==> config.mk <==
export PLATFORM = sky130hd
export DESIGN_NAME = pav_fifo
export DESIGN_NICKNAME = d
export VERILOG_FILES = /design/src/hw/rtl/pav_pkg.sv /design/src/hw/rtl/pav_fifo.sv
export SDC_FILE = /design/constraint.sdc
export NUM_CORES = 1
export LEC_CHECK = 0
export BUFFER_PORTS_ARGS = -buffer_cell sky130_fd_sc_hd__buf_2
export CORE_UTILIZATION = 50
export CTS_CLUSTER_DIAMETER = 40
export CTS_CLUSTER_SIZE = 40
export DETAILED_ROUTE_END_ITERATION = 10
export GPL_ROUTABILITY_DRIVEN = 0
export GPL_TIMING_DRIVEN = 0
export MAX_ROUTING_LAYER = met4
export PLACE_DENSITY = 0.77
export SETUP_SLACK_MARGIN = 0.2
export SLEW_MARGIN = 20
export SYNTH_ARGS = -nofsm -noshare
export SYNTH_HDL_FRONTEND = slang
export SYNTH_SLANG_ARGS = --single-unit
==> constraint.sdc <==
create_clock -name clock -period 3.2 [get_ports clock]
set_clock_uncertainty 0.1 [all_clocks]
set_input_delay 0.32 -clock clock [delete_from_list [all_inputs] [get_ports clock]]
set_output_delay 0.32 -clock clock [all_outputs]
set_load 0.05 [all_outputs]
==> src/hw/rtl/pav_pkg.sv <==
// ----------------------------------------------------------------------------
// pav_pkg: shared types and constants of the positional volume and pan core
// Item and result layouts, register indexes, fixed-point constants and the
// arctangent table of the sine/cosine rotator.
// ----------------------------------------------------------------------------
package pav_pkg;

   localparam int COORD_FRAC_BITS = 16;
   // distances at or below this (1e-4 in coordinate units) pan to centre
   localparam int NEAR_LIMIT      = (1 << COORD_FRAC_BITS) / 10000;
   localparam int QUIET_LIMIT     = 32;
   localparam int ONE_Q15         = 32768;
   localparam int HALF_Q15        = 16384;
   localparam int CORDIC_STEPS    = 14;
   localparam logic signed [33:0] CORDIC_GAIN = 34'sd652032874;
   localparam int FIFO_DEPTH      = 2;

   localparam logic [1:0] CSR_LISTENER_X   = 2'd0;
   localparam logic [1:0] CSR_LISTENER_Y   = 2'd1;
   localparam logic [1:0] CSR_LISTENER_Z   = 2'd2;
   localparam logic [1:0] CSR_LISTENER_YAW = 2'd3;

   localparam logic ACT_PLAY   = 1'b0;
   localparam logic ACT_UPDATE = 1'b1;

   typedef struct packed {
      logic               action;
      logic [7:0]         tag;
      logic signed [32:0] dx;
      logic signed [32:0] dy;
      logic signed [32:0] dz;
      logic [15:0]        base;
      logic [31:0]        maxd;
      logic [15:0]        yaw;
   } item_type;

   typedef struct packed {
      logic [7:0]  result_tag;
      logic [15:0] volume;
      logic [15:0] pan;
      logic        apply_levels;
      logic        start_voice;
   } result_type;

   // arctangent of 2^-i in binary angle units
   function automatic logic signed [16:0] atan_turn(input int idx);
      logic signed [16:0] val;
      begin
         case (idx)
            0:       val = 17'sd8192;
            1:       val = 17'sd4836;
            2:       val = 17'sd2555;
            3:       val = 17'sd1297;
            4:       val = 17'sd651;
            5:       val = 17'sd326;
            6:       val = 17'sd163;
            7:       val = 17'sd81;
            8:       val = 17'sd41;
            9:       val = 17'sd20;
            10:      val = 17'sd10;
            11:      val = 17'sd5;
            12:      val = 17'sd3;
            13:      val = 17'sd1;
            default: val = 17'sd0;
         endcase
         return val;
      end
   endfunction

endpackage

==> src/hw/rtl/pav_fifo.sv <==
// ----------------------------------------------------------------------------
// pav_fifo: small register queue
// Queue of DEPTH entries (power of two) with first-word fall-through output.
// ----------------------------------------------------------------------------
module pav_fifo import pav_pkg::*; #(
   parameter int WIDTH = 8,
   parameter int DEPTH = FIFO_DEPTH
) (
   input  logic             clock,
   input  logic             reset,
   input  logic             push,
   input  logic [WIDTH-1:0] push_data,
   output logic             full,
   input  logic             pop,
   output logic [WIDTH-1:0] pop_data,
   output logic             empty
);

   localparam int PTR_W = (DEPTH > 1) ? $clog2(DEPTH) : 1;
   localparam int CNT_W = $clog2(DEPTH + 1);

   logic [WIDTH-1:0] mem_ff [DEPTH];
   logic [PTR_W-1:0] wr_ptr_ff, rd_ptr_ff;
   logic [CNT_W-1:0] count_ff, count_in;
   logic             do_push, do_pop;

   assign full     = (count_ff == CNT_W'(DEPTH));
   assign empty    = (count_ff == '0);
   assign do_push  = push && !full;
   assign do_pop   = pop && !empty;
   assign pop_data = mem_ff[rd_ptr_ff];

   always_comb begin
      case ({do_push, do_pop})
         2'b10:   count_in = count_ff + CNT_W'(1);
         2'b01:   count_in = count_ff - CNT_W'(1);
         default: count_in = count_ff;
      endcase
   end

   always_ff @(posedge clock) begin
      if (reset) begin
         wr_ptr_ff <= '0;
         rd_ptr_ff <= '0;
         count_ff  <= '0;
      end else begin
         if (do_push) wr_ptr_ff <= wr_ptr_ff + PTR_W'(1);
         if (do_pop)  rd_ptr_ff <= rd_ptr_ff + PTR_W'(1);
         count_ff <= count_in;
      end
   end

   always_ff @(posedge clock) begin
      if (do_push) mem_ff[wr_ptr_ff] <= push_data;
   end

endmodule

Word level (Yosys, flattened, before mapping) --
Memories as Yosys holds them, arrays and structs flattened. A register that Yosys moved wholly into a read port is not among the register bits. Index checks and enable logic that the tools add are counted. W data, S select, Z words.
Cells by class: $add $sub $neg 4, equality and inequality tests 3, muxes and demuxes 5, reductions and logical operators 6
Operators with widths (count):
- $eq A2 B2 Y1 const B | 2
- $mux W1 | 4
- $pmux W2 S2 | 1
- $add A1 B1 Y1 const B | 2
- $add A2 B1 Y2 const B | 1
- $eq A2 B1 Y1 const B | 1
- $logic_and A1 B1 Y1 | 2
- $logic_not A1 Y1 | 2
- $logic_not A2 Y1 | 1
- $reduce_bool A2 Y1 | 1
- $sub A2 B1 Y2 const B | 1
Word-level totals: register bits after elaboration 4, memory bits (writable) 16, output and inout bits 10, memories kept 1
Memory list:
- mem_ff | words 2, width 8, rd ports 1, clocked after Yosys merged registers in 1, write ports 1, line pav_fifo.sv:22 | logic [WIDTH-1:0] mem_ff [DEPTH];

Logic depth before layout (Yosys ltp) --
word-level depth 5, mapped depth 6, gate-level depth less buffers 6

Worst setup path after synthesis --
OpenSTA, ideal clock, no wires.
path type register -> register, start point register count_ff[0], end point memory mem_ff[0][0], enable pin, library setup time 0.324 ns, arrival time 1.189 ns, data required time 2.776 ns, slack 1.587 ns, stages on the path, launching flop included 5, period minus slack after synthesis 1.613 ns, cells stage by stage dfxtp_1 nand2b_2 inv_2 or3_1 inv_1
On the way: cells in the longest elaborated chain, start to end 5
Ends and longest elaborated chain:
- start, declared | line pav_fifo.sv:24 | logic [CNT_W-1:0] count_ff, count_in;
- start signal, assigned | line pav_fifo.sv:49 | count_ff <= count_in;
- $eq A2 B2 Y1 | line pav_fifo.sv:27 | assign full = (count_ff == CNT_W'(DEPTH));
- via full | line pav_fifo.sv:13 | output logic full,
- $logic_not A1 Y1 | line pav_fifo.sv:29 | assign do_push = push && !full;
- $logic_and A1 B1 Y1 | line pav_fifo.sv:29
- $mux W1 | line pav_fifo.sv:54 | if (do_push) mem_ff[wr_ptr_ff] <= push_data;
- $mux W1 (implied by the code) | line pav_fifo.sv:54
- end, declared | line pav_fifo.sv:22
The timed path passes the listed nets, and every way through them passes these cells.

==> flow_summary.json <==
{
  "grtUsageMet2": 0.300,
  "wl_per_cell_um": 13.4,
  "postSynthAreaPerCell_um2": 15.7,
  "cts.repair.resized": 0,
  "postSynthNetCount": 64,
  "postCtsSetupBuffers": 0,
  "timing.slew.headroom": 0.697,
  "firstDrtPassIters": 4,
  "outcome": "finished, final reports clean",
  "yosysUniqueCellTypes": 17,
  "drive_above_1_share": 0.447,
  "min_period_ns": 2.00,
  "clock_path_buffers": 2,
  "tns_ns": 0,
  "track_usage": 0.171,
  "reg2reg_depth": 4,
  "start_util": 0.530,
  "fp.dieArea_um2": 1760,
  "numCtsBuffers": 3,
  "rsz0062_at_grt": "no",
  "synth_top_area_frac": 0.602,
  "grt_first_pass_wirelength_mm": 2.14,
  "synth-seq-area-share": 0.727,
  "tightest_slew_ns": 0.455,
  "use_met3": 0.0261,
  "syn_area_um2": 798,
  "async_flop_share": 0,
  "power.leakage_nw": 0.384,
  "grt_max_degree": 12,
  "core_area_um2": 1510,
  "top_usage_layer": "met2",
  "clkLatencyLatePin_ns": 0.29,
  "dp.cells": 88,
  "ant_nets": 0,
  "syn2layout_area_growth_pct": 19.0,
  "setup_viol": 0,
  "antenna_found_initial": 0,
  "fin_crit_sh": 0.626,
  "dp_slack_ns": 1.50,
  "vdd_ir_drop_max_mv": 0.544,
  "setup.worst_path.end_class": "output pin",
  "synth-edff-count": 16,
  "vias_per_cell": 5.23,
  "cap_violations": 0,
  "h-tree-depth": 1,
  "drt_iter0_drc": 6,
  "post-dp-hpwl_um": 926,
  "r2r_end": "mem_ff[0][2]",
  "whs_path_depth": 1,
  "first_global_vias": 525,
  "ys_warn_count": 0,
  "worstSetupPathType": "register to output pin",
  "drc": 0,
  "fin_cells": 92,
  "slew_viol_final": 0,
  "netlist_top_cells_area": "edfxtp_1 (60%), dfxtp_1 (13%), mux2_2 (11%)",
  "yosys.area.top_type": "edfxtp_1",
  "timing.rr.start": "count_ff[0]",
  "powerDensity_nw_per_um2": 948,
  "numPortBuffers": 21,
  "grtUsageMet1": 0.191,
  "arrival_ns": 1.58,
  "fin_ws_ns": 1.20,
  "min_to": "mem_ff[0][6]",
  "cts_root_buf": "clkbuf_4",
  "die_x_um": 42.0,
  "hp-class": "input pin to register",
  "worstHoldStart": "push_data[6]",
  "hold_viol": 0,
  "synthCells": 51,
  "cts_tree": "yes",
  "grt_overflow": 0,
  "synth.most_common_cell": "edfxtp_1",
  "max_freq_mhz": 499,
  "rows": 14,
  "synth_commonest_cells": "edfxtp_1 (16), mux2_2 (8), dfxtp_1 (5)",
  "chipHeight_um": 42.0,
  "crit_path_max_fanout": 8,
  "drt_wl_total_mm": 1.23,
  "antennaDiodeCount": 0,
  "reg2reg_slack_ns": 1.53,
  "final_net_count": 90,
  "hold_buffers": 0,
  "io_pins": 22,
  "worstSetupStartpointType": "register",
  "path_clk_slew_ns": 0.11,
  "critPathRequiredTime_ns": 2.78,
  "cts_sinks": 21,
  "vias": 481,
  "yosys_most_used_dff": "edfxtp_1",
  "synth_seq_cells": 21
}
==> registers in the layout, indices dropped and copies added (netlist names), named ones only <==
| signal | flops |
|---|---|
| count_ff | 2 |
| rd_ptr_ff | 1 |
| wr_ptr_ff | 1 |
| mem_ff | 16 |
==> through the flow <==
step / cell area (um2) / utilization / power (mW) / hold WS (ns)
after detailed placement: 923 / 0.613 / 0.791 / 0.401
final: 950 / 0.630 / 0.901 / 0.113
after CTS: 950 / 0.630 / 0.908 / 0.104
after global placement: 923 / 0.613 / 0.774 / 0.367
after floorplan: 798 / - / 0.705 / 0.289
after global routing: 950 / 0.630 / 0.951 / 0.0949
==> layer usage <==
layer  vias to the layer above  part of all wire
li1                        237                 -
met4                         0                 0
met2                        11              0.54
met5                         -                 0
met3                         0             0.041
met1                       233              0.42
==> kinds of logic after synthesis <==
group                    after synthesis  synth area share
AO/OA/AOI/OAI                          5            0.0345
XOR/XNOR                               3            0.0329
adder cells (fa/ha/maj)                1            0.0157
buffers and inverters                  4            0.0188
flip-flops                            21             0.727
multiplexers                           8             0.113
AND/OR/NAND/NOR                        9            0.0580
==> layout make-up <==
type	instances	area [um2]
flip-flops and latches	21	581
fillers	118	557
multi-input cells	26	203
repair buffers	21	105
clock buffers	4	26.3
well taps	16	20.0
inverters	3	11.3
plain buffers	1	3.75
==> cells in the final DEF (no fill, tap or decap) <==
cell / netlist / routed
buf_2: 0 / 21
ha_1: 1 / 1
or3_1: 2 / 2
nor2_1: 4 / 4
dfxtp_1: 5 / 5
nand2_1: 1 / 1
nand2b_2: 1 / 1
xor2_1: 1 / 1
clkbuf_1: 1 / 2
xnor2_1: 2 / 2
clkbuf_4: 0 / 3
edfxtp_1: 16 / 16
a21oi_1: 2 / 2
inv_2: 1 / 1
mux2_2: 8 / 8
o21ai_0: 2 / 2
and3_1: 1 / 1
o21a_1: 1 / 1
inv_1: 2 / 2
==> power by group <==
group          leakage [nW]  internal [mW]  switching [mW]
clock network        0.0150         0.0484          0.0710
registers             0.191          0.351          0.0285
logic                 0.178          0.123           0.279
==> worst max-delay path, stage by stage (launching register included) <==
cell	delay [ns]
dfxtp_1	0.33
clkbuf_1	0.37
mux2_2	0.39
buf_2	0.21
==> worst max-delay path by stage <==
stage	cells after the start	to	slack (ns)
floorplan	4	mem_ff[0][0]	1.59
global placement	3	pop_data[5]	1.54
detailed placement	3	pop_data[0]	1.50
CTS	3	pop_data[0]	1.16
global route	3	pop_data[6]	1.10
finish	3	pop_data[5]	1.20
Note: power is estimated with default switching activity, not from simulation.
