`src/hw/rtl/pav_pkg.sv`:
```
// ----------------------------------------------------------------------------
// pav_pkg: shared types and constants of the positional volume and pan core
// Item and result layouts, register indexes, fixed-point constants and the
// arctangent table of the sine/cosine rotator.
// ----------------------------------------------------------------------------
package pav_pkg;

   localparam int COORD_FRAC_BITS = 16;
   // distances at or below this (1e-4 in coordinate units) pan to centre
   localparam int NEAR_LIMIT      = (1 << COORD_FRAC_BITS) / 10000;
   localparam int QUIET_LIMIT     = 32;
   localparam int ONE_Q15         = 32768;
   localparam int HALF_Q15        = 16384;
   localparam int CORDIC_STEPS    = 14;
   localparam logic signed [33:0] CORDIC_GAIN = 34'sd652032874;
   localparam int FIFO_DEPTH      = 2;

   localparam logic [1:0] CSR_LISTENER_X   = 2'd0;
   localparam logic [1:0] CSR_LISTENER_Y   = 2'd1;
   localparam logic [1:0] CSR_LISTENER_Z   = 2'd2;
   localparam logic [1:0] CSR_LISTENER_YAW = 2'd3;

   localparam logic ACT_PLAY   = 1'b0;
   localparam logic ACT_UPDATE = 1'b1;

   typedef struct packed {
      logic               action;
      logic [7:0]         tag;
      logic signed [32:0] dx;
      logic signed [32:0] dy;
      logic signed [32:0] dz;
      logic [15:0]        base;
      logic [31:0]        maxd;
      logic [15:0]        yaw;
   } item_type;

   typedef struct packed {
      logic [7:0]  result_tag;
      logic [15:0] volume;
      logic [15:0] pan;
      logic        apply_levels;
      logic        start_voice;
   } result_type;

   // arctangent of 2^-i in binary angle units
   function automatic logic signed [16:0] atan_turn(input int idx);
      logic signed [16:0] val;
      begin
         case (idx)
            0:       val = 17'sd8192;
            1:       val = 17'sd4836;
            2:       val = 17'sd2555;
            3:       val = 17'sd1297;
            4:       val = 17'sd651;
            5:       val = 17'sd326;
            6:       val = 17'sd163;
            7:       val = 17'sd81;
            8:       val = 17'sd41;
            9:       val = 17'sd20;
            10:      val = 17'sd10;
            11:      val = 17'sd5;
            12:      val = 17'sd3;
            13:      val = 17'sd1;
            default: val = 17'sd0;
         endcase
         return val;
      end
   endfunction

endpackage

```
`src/hw/rtl/pav_front.sv`:
```
// ----------------------------------------------------------------------------
// pav_front: listener registers and item intake
// Holds the listener position and heading, takes request items and forms
// the source-minus-listener differences for the work queue.
// ----------------------------------------------------------------------------
module pav_front import pav_pkg::*; (
   input  logic               clock,
   input  logic               reset,
   input  logic               req_push,
   output logic               req_full,
   input  logic               req_action,
   input  logic [7:0]         req_voice_tag,
   input  logic signed [31:0] req_source_x,
   input  logic signed [31:0] req_source_y,
   input  logic signed [31:0] req_source_z,
   input  logic [15:0]        req_base_volume,
   input  logic [31:0]        req_max_distance,
   input  logic               csr_wr_en,
   input  logic [1:0]         csr_index,
   input  logic [31:0]        csr_wdata,
   output item_type           item,
   output logic               item_push,
   input  logic               queue_full
);

   logic signed [31:0] lx_ff, ly_ff, lz_ff;
   logic [15:0]        yaw_ff;

   always_ff @(posedge clock) begin
      if (reset) begin
         lx_ff  <= '0;
         ly_ff  <= '0;
         lz_ff  <= '0;
         yaw_ff <= '0;
      end else if (csr_wr_en) begin
         unique case (csr_index)
            CSR_LISTENER_X:   lx_ff  <= csr_wdata;
            CSR_LISTENER_Y:   ly_ff  <= csr_wdata;
            CSR_LISTENER_Z:   lz_ff  <= csr_wdata;
            CSR_LISTENER_YAW: yaw_ff <= csr_wdata[15:0];
            default:          ;
         endcase
      end
   end

   assign req_full  = queue_full;
   assign item_push = req_push && !queue_full;

   always_comb begin
      item.action = req_action;
      item.tag    = req_voice_tag;
      item.dx     = 33'(req_source_x) - 33'(lx_ff);
      item.dy     = 33'(req_source_y) - 33'(ly_ff);
      item.dz     = 33'(req_source_z) - 33'(lz_ff);
      // saturate base volume to unity
      item.base   = (req_base_volume > 16'(ONE_Q15)) ? 16'(ONE_Q15) : req_base_volume;
      item.maxd   = req_max_distance;
      item.yaw    = yaw_ff;
   end

endmodule

```
`config.mk`:
```
export PLATFORM = sky130hd
export DESIGN_NAME = pav_front
export DESIGN_NICKNAME = d
export VERILOG_FILES = /design/src/hw/rtl/pav_pkg.sv /design/src/hw/rtl/pav_front.sv
export SDC_FILE = /design/constraint.sdc
export NUM_CORES = 1
export LEC_CHECK = 0
export ABC_AREA = 1
export BUFFER_PORTS_ARGS = -buffer_cell sky130_fd_sc_hd__buf_2
export CORE_MARGIN = 2
export CORE_UTILIZATION = 58
export DETAILED_ROUTE_END_ITERATION = 7
export HOLD_SLACK_MARGIN = 0.03
export PLACE_DENSITY = 0.9
export SLEW_MARGIN = 20
export SYNTH_ARGS = -nofsm -noshare
export SYNTH_HDL_FRONTEND = slang
export SYNTH_SLANG_ARGS = --single-unit
export TNS_END_PERCENT = 20
```
`constraint.sdc`:
```
create_clock -name clock -period 3.45 [get_ports clock]
set_input_delay 0.1725 -clock clock [delete_from_list [all_inputs] [get_ports clock]]
set_output_delay 0.1725 -clock clock [all_outputs]
set_load 0.005 [all_outputs]
```
### Word level (Yosys, flattened, before mapping)

Index checks and enable logic that the tools add are counted.

* register bits: 112
* bits in latches: 0
* RAM bits: 0
* ROM bits: 0
* input bits: 192
* output and inout bits: 174
* logic and storage cells: 19
* memories kept: 0

* add/sub/neg operators: 3
* multiply operators: 0
* div/mod/pow operators: 0
* $lt $le $gt $ge: 1
* eq/ne operators: 3
* shifts and indexed selects: 0
* multiplexer cells: 1
* bitwise gates (word level): 0
* reductions and logical operators: 7

Operators by type and width (count)
* $sub A32 B32 Y33: 3
* $gt A16 B16 Y1 const B: 1
* $mux W16: 1
* $reduce_and A2 Y1: 4
* $eq A2 B2 Y1 const B: 2
* $eq A2 B1 Y1 const B: 1
* $logic_not A2 Y1: 1
* $logic_and A1 B1 Y1: 1
* $logic_not A1 Y1: 1

### Logic depth before layout (Yosys ltp)

* depth after elaboration: 2
* mapped depth: 14

### Worst setup path before layout

OpenSTA, ideal clock, no wires.

* path kind: register to output
* start: register lz_ff[0]
* end: output port item[92] (netlist name)
* arrival time: 1578 ps
* data required time: 3277 ps
* setup slack: 1700 ps
* stages on the path, launching flop included: 14
* buffers on the path: 0
* path through: dfxtp_1 ha_1 fa_1 inv_1 nand2_1 nand2_1 nand3_1 nand2_2 nand2_1 nand2_2 nand2_1 nand2_1 nand2_1 nand2_1

RTL lines
* from (decl): line pav_front.sv:26 `logic signed [31:0] lx_ff, ly_ff, lz_ff;`
* from (signal assigned): line pav_front.sv:39 `CSR_LISTENER_Z: lz_ff <= csr_wdata;`
* to (decl): line pav_front.sv:21 `output item_type item,`

==> qor.yml <==
cts_root_buffer: "sky130_fd_sc_hd__clkbuf_16"
asyncSetResetFlopFracSynth_pct: 0
grt_remaining_overflow: 0
critPathSlowestCell: "sky130_fd_sc_hd__fa_1"
drive_above_1_share_pct: 14.2
floorplan.die.height_um: 148
worstPathMaxFanout: 3
first_global_vias: 12000
cts_hold_repair.buffers: 0
top_ff_cell_synth: "sky130_fd_sc_hd__dfxtp_1"
worstRegToRegCells: 2
postSynthCellCount: 2143
cts.repair_timing.setup_buffer_count: 0
finalWeightedCongestion: 0.948
postRouteAntennaNets: 0
number_of_antenna_violations_at_the_first_check_in_global_routing: 6
timing.hold.worst_path_depth: 3
number_of_cts_inserted_buffers: 9
yosysMostFrequentCell: "sky130_fd_sc_hd__nand2_1"
grt_start_max_net_pins: 84
synthesis.yosys.warnings: 0
syn2layout_area_growth_pct: 12.5
synth_enable_flop_cells: 0
finalHoldViolCount: 0
drt-pass1-iter-count: 6
totalWireLength_mm: 37.6
critical_path.most_common_cell: "sky130_fd_sc_hd__nand2_1"
timing.critical_path.to_type: "output pin"
final.setup.worst_slack_ns: 1.01
grt_pass1_wl_mm: 58.7
final_min_period_over_clock_period_pct: 70.7
setup-tns-final_ns: 0
yosysSeqAreaShare_pct: 18.6
count_of_final_setup_violators: 0
outcome: "completed"
number_of_placed_i_o_pins: 366
cp.required_ns: 3.28
fp.dieArea_um2: 22000
worst_slew_pin_slew_ns: 0.959
drt-vias-per-instance: 5.07
core_area_um2: 20300
leakage_nw: 8.26
cpPeakStageDelay_ns: 0.41
mean_syn_cell_area_um2: 5.63
timing.critical_path.from_type: "register"
post-place-ws_ns: 1.40
synthesis.area_um2: 12100
detail_route.drc_violations: 0
post-route-min-period_ns: 2.44
port_buffers: 283
timing.hold.worst.class: "in2reg"
timing_max_transition_violations_final: 0
post_synth_main_area_contributors: "sky130_fd_sc_hd__nand2_1, sky130_fd_sc_hd__dfxtp_1, sky130_fd_sc_hd__inv_1, sky130_fd_sc_hd__ha_1, sky130_fd_sc_hd__nor2_1"
rsz_0062_raised_after_global_routing: "false"
crit_arrival_ns: 2.27
clk-insertion-delay-late_ns: 0.36
maxCapViolations: 0
path_clk_slew_ns: 0.08
pwr_density_cell_nw_per_um2: 318
first_iter_violations: 847
synth_largest_type_area_fraction_pct: 23.8
ys_seq_elements: 112
via_count: 13400
post_dp_hpwl_mm: 31.8
cell_taking_the_most_area_after_synthesis: "sky130_fd_sc_hd__nand2_1"
gr-usage-all-layers_pct: 33.3
synth_common_cells: "sky130_fd_sc_hd__nand2_1, sky130_fd_sc_hd__inv_1, sky130_fd_sc_hd__nor2_1"
worst_slew_margin_rel_pct: 36.0
cts_tree: "yes"
mappedNetlistNets: 2434
layout_nets: 2647
cp_cell_sequence: "ha_1, fa_1, inv_1, nand2_1, nand2_1, nand3_1, nand2_2, nand2_1, nand2_2, nand2_1, nand2_1, nand2_1, nand2_1, buf_2"
die_w_um: 148
ctsResizeCount: 0
cts_max_level: 3
timing.setup.critical_path_class: "reg2out"
fmax_ghz: 0.410
start_util_pct: 59.4
worst_ir_drop_vdd_mv: 0.268
numClockSinks: 112
route.detailed.wl_per_inst_um: 14.3
ctsLongestPathBuffers: 2
synth.lib_cells_used.distinct: 31
num_rows: 52
worst_clock_skew_ns: 0
==> layout make-up <==
class                      instances  area, um^2
clock buffer                      10         229
inverter                         480        1810
tap                              270         338
multi-input combinational       1468        7460
antenna                            5        12.5
clock inverter                     6        43.8
timing repair buffer             285        1430
fill                            2001        6730
sequential                       112        2240
==> path summary, 6_finish.rpt <==
check	slack [ns]	end	start
worst max-delay path	1.01	item[154]	lx_ff[0]$_SDFFE_PP0P_
worst min-delay path	0.13	yaw_ff[0]$_SDFFE_PP0P_	csr_wdata[0]
worst max register to register	2.65	lx_ff[26]$_SDFFE_PP0P_	lx_ff[26]$_SDFFE_PP0P_
worst min register to register	0.46	yaw_ff[12]$_SDFFE_PP0P_	yaw_ff[12]$_SDFFE_PP0P_
==> flip-flops by register name, summed over array words and instances, names as in the netlist <==
signal,count
lx_ff,32
ly_ff,32
lz_ff,32
yaw_ff,16
==> cell usage in the layout (no fill, tap or decap), drive strengths merged, types with 5 or more instances in the layout <==
master  Yosys  final
nor2      221    221
ha         96     96
clkbuf     15     10
a211oi     93     93
and2        6      6
nand4      30     30
dfxtp     112    112
a21oi      80     80
diode       0      5
inv       480    482
xnor2       6      6
buf        68    285
nor3        7      7
a21boi     15     15
nand3      73     73
xor2       39     39
nand2     787    787
==> cells by family (layout without fill, tap and decap cells) <==
logic type / count (synthesis) / count (layout) / share of synthesized area, %
compound gates: 194 / 194 / 10.5
xor+xnor: 45 / 45 / 3.27
fa+ha+maj: 99 / 99 / 10.5
buf+inv: 563 / 781 / 19.5
flops: 112 / 112 / 18.6
other cells: 0 / 5 / 0
simple gates: 1130 / 1130 / 37.7
==> routing by layer <==
layer / wire length (um) / up-vias / global-route usage, % / share of wire, %
li1: - / 6903 / - / -
met1: 16100 / 5849 / 43.7 / 43
met2: 17100 / 537 / 56.3 / 46
met3: 3110 / 83 / 5.18 / 8.3
met4: 1280 / 2 / 10.8 / 3.4
met5: 11 / - / 0 / 0.029
==> worst max-delay path: cells and delay by family (launching register included) <==
family                   cells  cell delay, ns
adder cells (fa/ha/maj)      2            0.63
AND/OR/NAND/NOR             10            0.74
buffers and inverters        2            0.20
flip-flops                   1            0.32
==> per-stage QoR <==
stage / total power, mW / area, um^2 / cells / hold WS [ns] / util (%)
3_3_place_gp: 3.31 / 13300 / 2615 / 0.345 / 65.4
3_5_place_dp: 3.33 / 13300 / 2615 / 0.345 / 65.4
6_report: 4.32 / 13600 / 2636 / 0.130 / 66.8
5_1_grt: 4.62 / 13600 / 2636 / 0.130 / 66.8
2_1_floorplan: 2.69 / 12100 / 2143 / 0.320 / -
4_1_cts: 4.31 / 13600 / 2631 / 0.118 / 66.8
==> report_power, final <==
part / total (mW) / leakage (nW) / internal [mW] / switching, mW
clock: 0.983 / 0.133 / 0.495 / 0.489
sequential: 1.38 / 0.916 / 1.36 / 0.0198
combinational: 1.96 / 7.22 / 0.740 / 1.22
total: 4.32 / 8.26 / 2.59 / 1.73
No activity file was read; power rests on OpenSTA's default activity.
